[src/rtl/dsa_pkg.sv]
package dsa_pkg;

   // Field widths
   localparam int INDEX_W     = 10;
   localparam int CAP_W       = 11;
   localparam int ADDR64_W    = 64;
   localparam int STRIDE_W    = 13;
   localparam int CODE_W      = 2;
   localparam int OFFSET_W    = INDEX_W + STRIDE_W;
   localparam int CSR_INDEX_W = 3;
   localparam int CSR_DATA_W  = 64;

   // Request modes
   localparam logic MODE_ALLOC = 1'b0;
   localparam logic MODE_FREE  = 1'b1;

   // Result status codes
   localparam logic [CODE_W-1:0] ST_OK        = 2'd0;
   localparam logic [CODE_W-1:0] ST_FULL      = 2'd1;
   localparam logic [CODE_W-1:0] ST_RANGE     = 2'd2;
   localparam logic [CODE_W-1:0] ST_NONE_LIVE = 2'd3;

   // Configuration register indexes
   localparam logic [CSR_INDEX_W-1:0] REG_CAPACITY       = 3'd0;
   localparam logic [CSR_INDEX_W-1:0] REG_CPU_BASE       = 3'd1;
   localparam logic [CSR_INDEX_W-1:0] REG_GPU_BASE       = 3'd2;
   localparam logic [CSR_INDEX_W-1:0] REG_SLOT_STRIDE    = 3'd3;
   localparam logic [CSR_INDEX_W-1:0] REG_SHADER_VISIBLE = 3'd4;

   // Configuration reset values
   localparam logic [CAP_W-1:0]    CAPACITY_RESET = 11'd1024;
   localparam logic [STRIDE_W-1:0] STRIDE_RESET   = 13'd32;

   // Request payload
   typedef struct packed {
      logic               mode;
      logic [INDEX_W-1:0] free_index;
   } req_type;

   // Result payload
   typedef struct packed {
      logic [INDEX_W-1:0]  slot_index;
      logic [ADDR64_W-1:0] cpu_address;
      logic [ADDR64_W-1:0] gpu_address;
      logic [CODE_W-1:0]   status;
      logic [CAP_W-1:0]    live_slots;
   } rsp_type;

   // Controller state
   typedef enum logic [2:0] {
      S_IDLE,
      S_DECIDE,
      S_READ,
      S_MULTIPLY,
      S_LOAD
   } state_type;

   // Controller to datapath commands
   typedef struct packed {
      logic capture;
      logic decide;
      logic take_pop;
      logic multiply;
      logic load;
   } dp_cmd_type;

   // Datapath to controller status
   typedef struct packed {
      logic is_pop;
      logic out_ready;
   } dp_status_type;

endpackage

[src/rtl/dsa_ctrl.sv]
module dsa_ctrl (
   input  logic                   clock,
   input  logic                   reset,
   input  logic                   req_valid,
   output logic                   req_stall,
   input  dsa_pkg::dp_status_type dp_status,
   output dsa_pkg::dp_cmd_type    dp_cmd
);

   dsa_pkg::state_type state_ff;
   dsa_pkg::state_type state_in;

   // State register
   always_ff @(posedge clock) begin
      if (reset) begin
         state_ff <= dsa_pkg::S_IDLE;
      end else begin
         state_ff <= state_in;
      end
   end

   // Requests are taken only between items
   assign req_stall = (state_ff != dsa_pkg::S_IDLE);

   // Next state and datapath commands
   always_comb begin
      state_in = state_ff;
      dp_cmd   = '0;
      unique case (state_ff)
         dsa_pkg::S_IDLE: begin
            if (req_valid) begin
               dp_cmd.capture = 1'b1;
               state_in       = dsa_pkg::S_DECIDE;
            end
         end
         dsa_pkg::S_DECIDE: begin
            dp_cmd.decide = 1'b1;
            state_in      = dp_status.is_pop ? dsa_pkg::S_READ : dsa_pkg::S_MULTIPLY;
         end
         dsa_pkg::S_READ: begin
            dp_cmd.take_pop = 1'b1;
            state_in        = dsa_pkg::S_MULTIPLY;
         end
         dsa_pkg::S_MULTIPLY: begin
            dp_cmd.multiply = 1'b1;
            state_in        = dsa_pkg::S_LOAD;
         end
         dsa_pkg::S_LOAD: begin
            if (dp_status.out_ready) begin
               dp_cmd.load = 1'b1;
               state_in    = dsa_pkg::S_IDLE;
            end
         end
         default: begin
            state_in = dsa_pkg::S_IDLE;
         end
      endcase
   end

endmodule

[config.mk]
export PLATFORM = sky130hd
export DESIGN_NAME = dsa_ctrl
export DESIGN_NICKNAME = d
export VERILOG_FILES = /design/src/rtl/dsa_pkg.sv /design/src/rtl/dsa_ctrl.sv
export SDC_FILE = /design/constraint.sdc
export NUM_CORES = 1
export LEC_CHECK = 0
export ABC_AREA = 1
export BUFFER_PORTS_ARGS = -buffer_cell sky130_fd_sc_hd__clkbuf_2
export CORE_AREA = 10 10 47 49
export DETAILED_ROUTE_END_ITERATION = 10
export DIE_AREA = 0 0 57 59
export GPL_TIMING_DRIVEN = 1
export PLACE_DENSITY = 0.44
export SYNTH_ARGS = -nofsm -noshare
export SYNTH_HDL_FRONTEND = slang
export SYNTH_SLANG_ARGS = --single-unit
[constraint.sdc]
create_clock -name clock -period 1.1 [get_ports clock]
set_clock_uncertainty 0.05 [all_clocks]
set_input_delay 0.22 -clock clock [delete_from_list [all_inputs] [get_ports clock]]
set_output_delay 0.22 -clock clock [all_outputs]
set_load 0.03 [all_outputs]
* Word-level counts from Yosys, hierarchy flattened
Index checks and enable logic that the tools add are counted.
** Word-level totals
- Register bits :: 3
- Bits in latches :: 0
- RAM bits :: 0
- Bits in read-only memories :: 0
- Input bits :: 5
- Logic and storage cells :: 21
- Memories :: 0
** Cells by class
- Add/subtract/negate cells :: 0
- Multiply operators :: 0
- Divide/modulo/power cells :: 0
- Magnitude comparators :: 0
- Equality and inequality tests :: 6
- Shifts and indexed selects :: 0
- Multiplexer cells :: 11
- Bitwise logic cells :: 0
- Reductions and logical operators :: 3
** Operators with widths (count)
- $pmux 3 s5 :: 1
- $mux 1 :: 8
- $eq 3x2->1 const B :: 2
- $mux 3 :: 2
- $ne 2x2->1 const B :: 2
- $eq 3x1->1 const B :: 1
- $eq 3x3->1 const B :: 1
- $logic_not 3->1 :: 1
- $reduce_bool 3->1 :: 1
- $reduce_and 2->1 :: 1

* Depth between registers and ports, before layout
- Depth in word-level cells :: 3
- Depth in mapped cells :: 4
- Depth with buffers taken out :: 4

* Worst setup path after synthesis
OpenSTA, ideal clock, no wires.
- Path kind :: reg-to-output
- Start point :: reg state_ff[2]
- End point :: out dp_cmd[0] in the netlist's numbering
- Data arrival time :: 1.381 ns
- Required time :: 0.830 ns
- Setup slack :: -0.551 ns
- Stages on the path, launching flop included :: 3
- Buffers on the path :: 0
- Cell sequence :: dfxtp_1 -> inv_1 -> nor4_1
** RTL lines
- start: declaration :: line dsa_ctrl.sv:10 : dsa_pkg::state_type state_ff;
- start signal: assignment :: line dsa_ctrl.sv:16 : state_ff <= dsa_pkg::S_IDLE;
- start signal: assignment :: line dsa_ctrl.sv:18 : state_ff <= state_in;
- end: declaration :: line dsa_ctrl.sv:7 : output dsa_pkg::dp_cmd_type dp_cmd

==> run metrics <==
run status=complete, but fails checks; failing checks=setup timing; WL per Instance=10.2 um; TritonCTS Sinks=3; die width=57 um; Gate power share=0.433; Initial Util=0.129; largest net degree at the start of global routing=7; Synth top area share=0.333; Psw=223 uW; Util after Layout=0.297; leading area contributor after synthesis=dfxtp_1; total wire length=622 um; H-tree levels=1; Initial DRT Pass Iterations=3; reg-to-reg slack, setup=0.13 ns; PD cells=1470 nW/um^2; crit path cell chain=nor4_4 -> clkbuf_8; RSZ-0062 raised after global routing=true; TritonCTS clock tree=built; vias in the first global route=275; worst reg2reg path endpoint=state_ff[0]$_SDFFE_PP0P_; Buf+Inv Stages, Crit Path=1; reg2reg path depth=5; worst-margin pin slew=0.202 ns; worst-path fanout max=6; Worst Hold Class=input pin to flip-flop; CP Launch Type=flip-flop; Data required, critical path=0.83 ns; Biggest register=state_ff; fin crit share=1.22; family with the most delay on the worst path=flip-flops; biggest regs=state_ff x3; Worst IR Drop VDD=0.502 mV; routed vias/inst=3.66; pre-CTS WS=-0.0316 ns; Placeable Area=1400 sq um; Final min period=1.34 ns; # DRC=0; Hold Vio Cnt, Final=0; Slew HR=0.865; Reg power frac=0.252; most frequent cells after synthesis=8 x inv_1, 4 x nand3_1, 3 x dfxtp_1, 3 x nand2_1, 2 x a21oi_1; Slew Limit Fails=0; fillers=162; R2R Path Start=state_ff[2]$_SDFFE_PP0P_; CTS Hold Bufs=0; endpoints failing setup=6; switch share=0.365; Synth cell types=12; setup slack after layout=-0.241 ns; First DRT Iteration DRCs=1; CP Data Arrival Time=1.07 ns; die span in y=59 um; GRT Residual Overflow=0; Num CTS Buffers=3; first-pass GRT wire length=1100 um; Port-buffer cells=10; Post-synth ARST share=0; Total GRT Usage=0.0457; initial antenna violation count=0; P_leak=0.206 nW; EDFF count, synth=0; sequential share of the synthesized area=0.333; Vias=223; number of max-cap violations=0; layout net count=51; Area Growth Syn to Fin=131%; ant diodes=0; worst hold path stage count=2; Syn. warnings=0; clock root buffer=clkbuf_4; post-DP HPWL=490 um; Placer Congestion=0.663; Int Pwr=388 uW; CP peak stage delay=0.36 ns; Worst path slowest cell=dfxtp_4; Cell Area, Synth=180 sq um; nature of the critical path endpoint=primary output; clock power share=0.315; WHS=0.134 ns; Syn Area/Cell=6.67 sq um; FF+latch count, synth=3; CP Class=flip-flop to primary output; cell count after synthesis=27; syn nets=32; clock-pin slew on the worst setup and hold paths=0.04 ns; most common cell in the synthesized netlist=inv_1; Max Fclk=746 MHz; io pins=11; Rows=14; die area=3360 sq um; proportion of layout cells with a drive suffix above 1=0.667; max FFs per register=3; Worst Hold End=state_ff[1]$_SDFFE_PP0P_; Hold Startpoint=reset; clk buf depth=2; Main synth FF type=dfxtp_1; remaining antenna violation count=0; top post-synthesis cells by area=dfxtp_1 33%, inv_1 17%, nand3_1 11%; worst skew pair latency=0.23 ns
## per-layer routing
layer	GRT usage	up-vias	share of wire
met3	0.0536	0	0.14
met5	0	-	0
met1	0.0331	97	0.32
li1	-	118	-
met4	0.0302	0	0
met2	0.0682	8	0.53
## stage by stage
step	TNS, ns	total power, mW	cell area [sq um]	cells
final	-0.961	0.611	417	61
after global routing	-1.36	0.660	417	61
after CTS	-1.13	0.613	410	61
after detailed placement	-0.0917	0.353	310	56
after global placement	-0.0543	0.351	310	56
after floorplan	-0.00709	0.289	218	27
## worst register-to-register path: cells and delay by family, from the launching register on
kind / cells / cell delay, ns
buffers and inverters: 3 / 0.35
DFF: 1 / 0.35
and+or+nand+nor: 2 / 0.11
## power groups by stage
stage	logic, mW	clock network [mW]	registers (mW)
2_1_floorplan	0.140	0	0.149
3_3_place_gp	0.200	0	0.152
3_5_place_dp	0.201	0	0.153
4_1_cts	0.254	0.206	0.154
5_1_grt	0.281	0.221	0.158
6_report	0.264	0.192	0.154
## cells in the final DEF (no fill, tap or decap), drive strengths merged
| master | n |
|---|---|
| clkbuf | 11 |
| buf | 8 |
| inv | 7 |
| nand3 | 5 |
| nand2 | 3 |
| dfxtp | 3 |
| nor2 | 2 |
| a21oi | 2 |
| clkinv | 1 |
| nor4 | 1 |
| o21ai | 1 |
| nor3 | 1 |
## layout make-up
type | count | area (sq um) | share of cell area
Tap cell | 16 | 20.0 | 0.0480
Timing Repair Buffer | 15 | 144 | 0.345
Sequential cell | 3 | 68.8 | 0.165
Inverter | 8 | 35.0 | 0.0841
Multi-Input combinational cell | 15 | 123 | 0.294
Clock buffer | 4 | 26.3 | 0.0631
## cells by family (layout without fill, tap and decap cells)
kind of cell,count (synthesis),after routing,share of synthesized area
AO/OA/AOI/OAI,3,3,0.0833
AND/OR/NAND/NOR,12,12,0.375
flip-flops,3,3,0.333
buffers and inverters,9,27,0.208
## timing repair
item / CTS / global route
setup buffers: 1 / 0
resized for setup: 18 / 4
endpoints found under the setup margin: 6 / 6
pin swaps: 2 / 0
## worst max-delay path by stage
stage / cells past startpoint / startpoint / endpoint / slack, ns
2_1_floorplan: 1 / state_ff[1]$_SDFFE_PP0P_ / dp_cmd[0] / -0.007
5_1_grt: 2 / state_ff[1]$_SDFFE_PP0P_ / dp_cmd[0] / -0.31
6_report: 2 / state_ff[1]$_SDFFE_PP0P_ / dp_cmd[0] / -0.24
3_5_place_dp: 2 / state_ff[1]$_SDFFE_PP0P_ / dp_cmd[0] / -0.03
4_1_cts: 2 / state_ff[1]$_SDFFE_PP0P_ / dp_cmd[0] / -0.26
3_3_place_gp: 4 / state_ff[2]$_SDFFE_PP0P_ / dp_cmd[1] / -0.02
No activity file was read; power rests on OpenSTA's default activity.
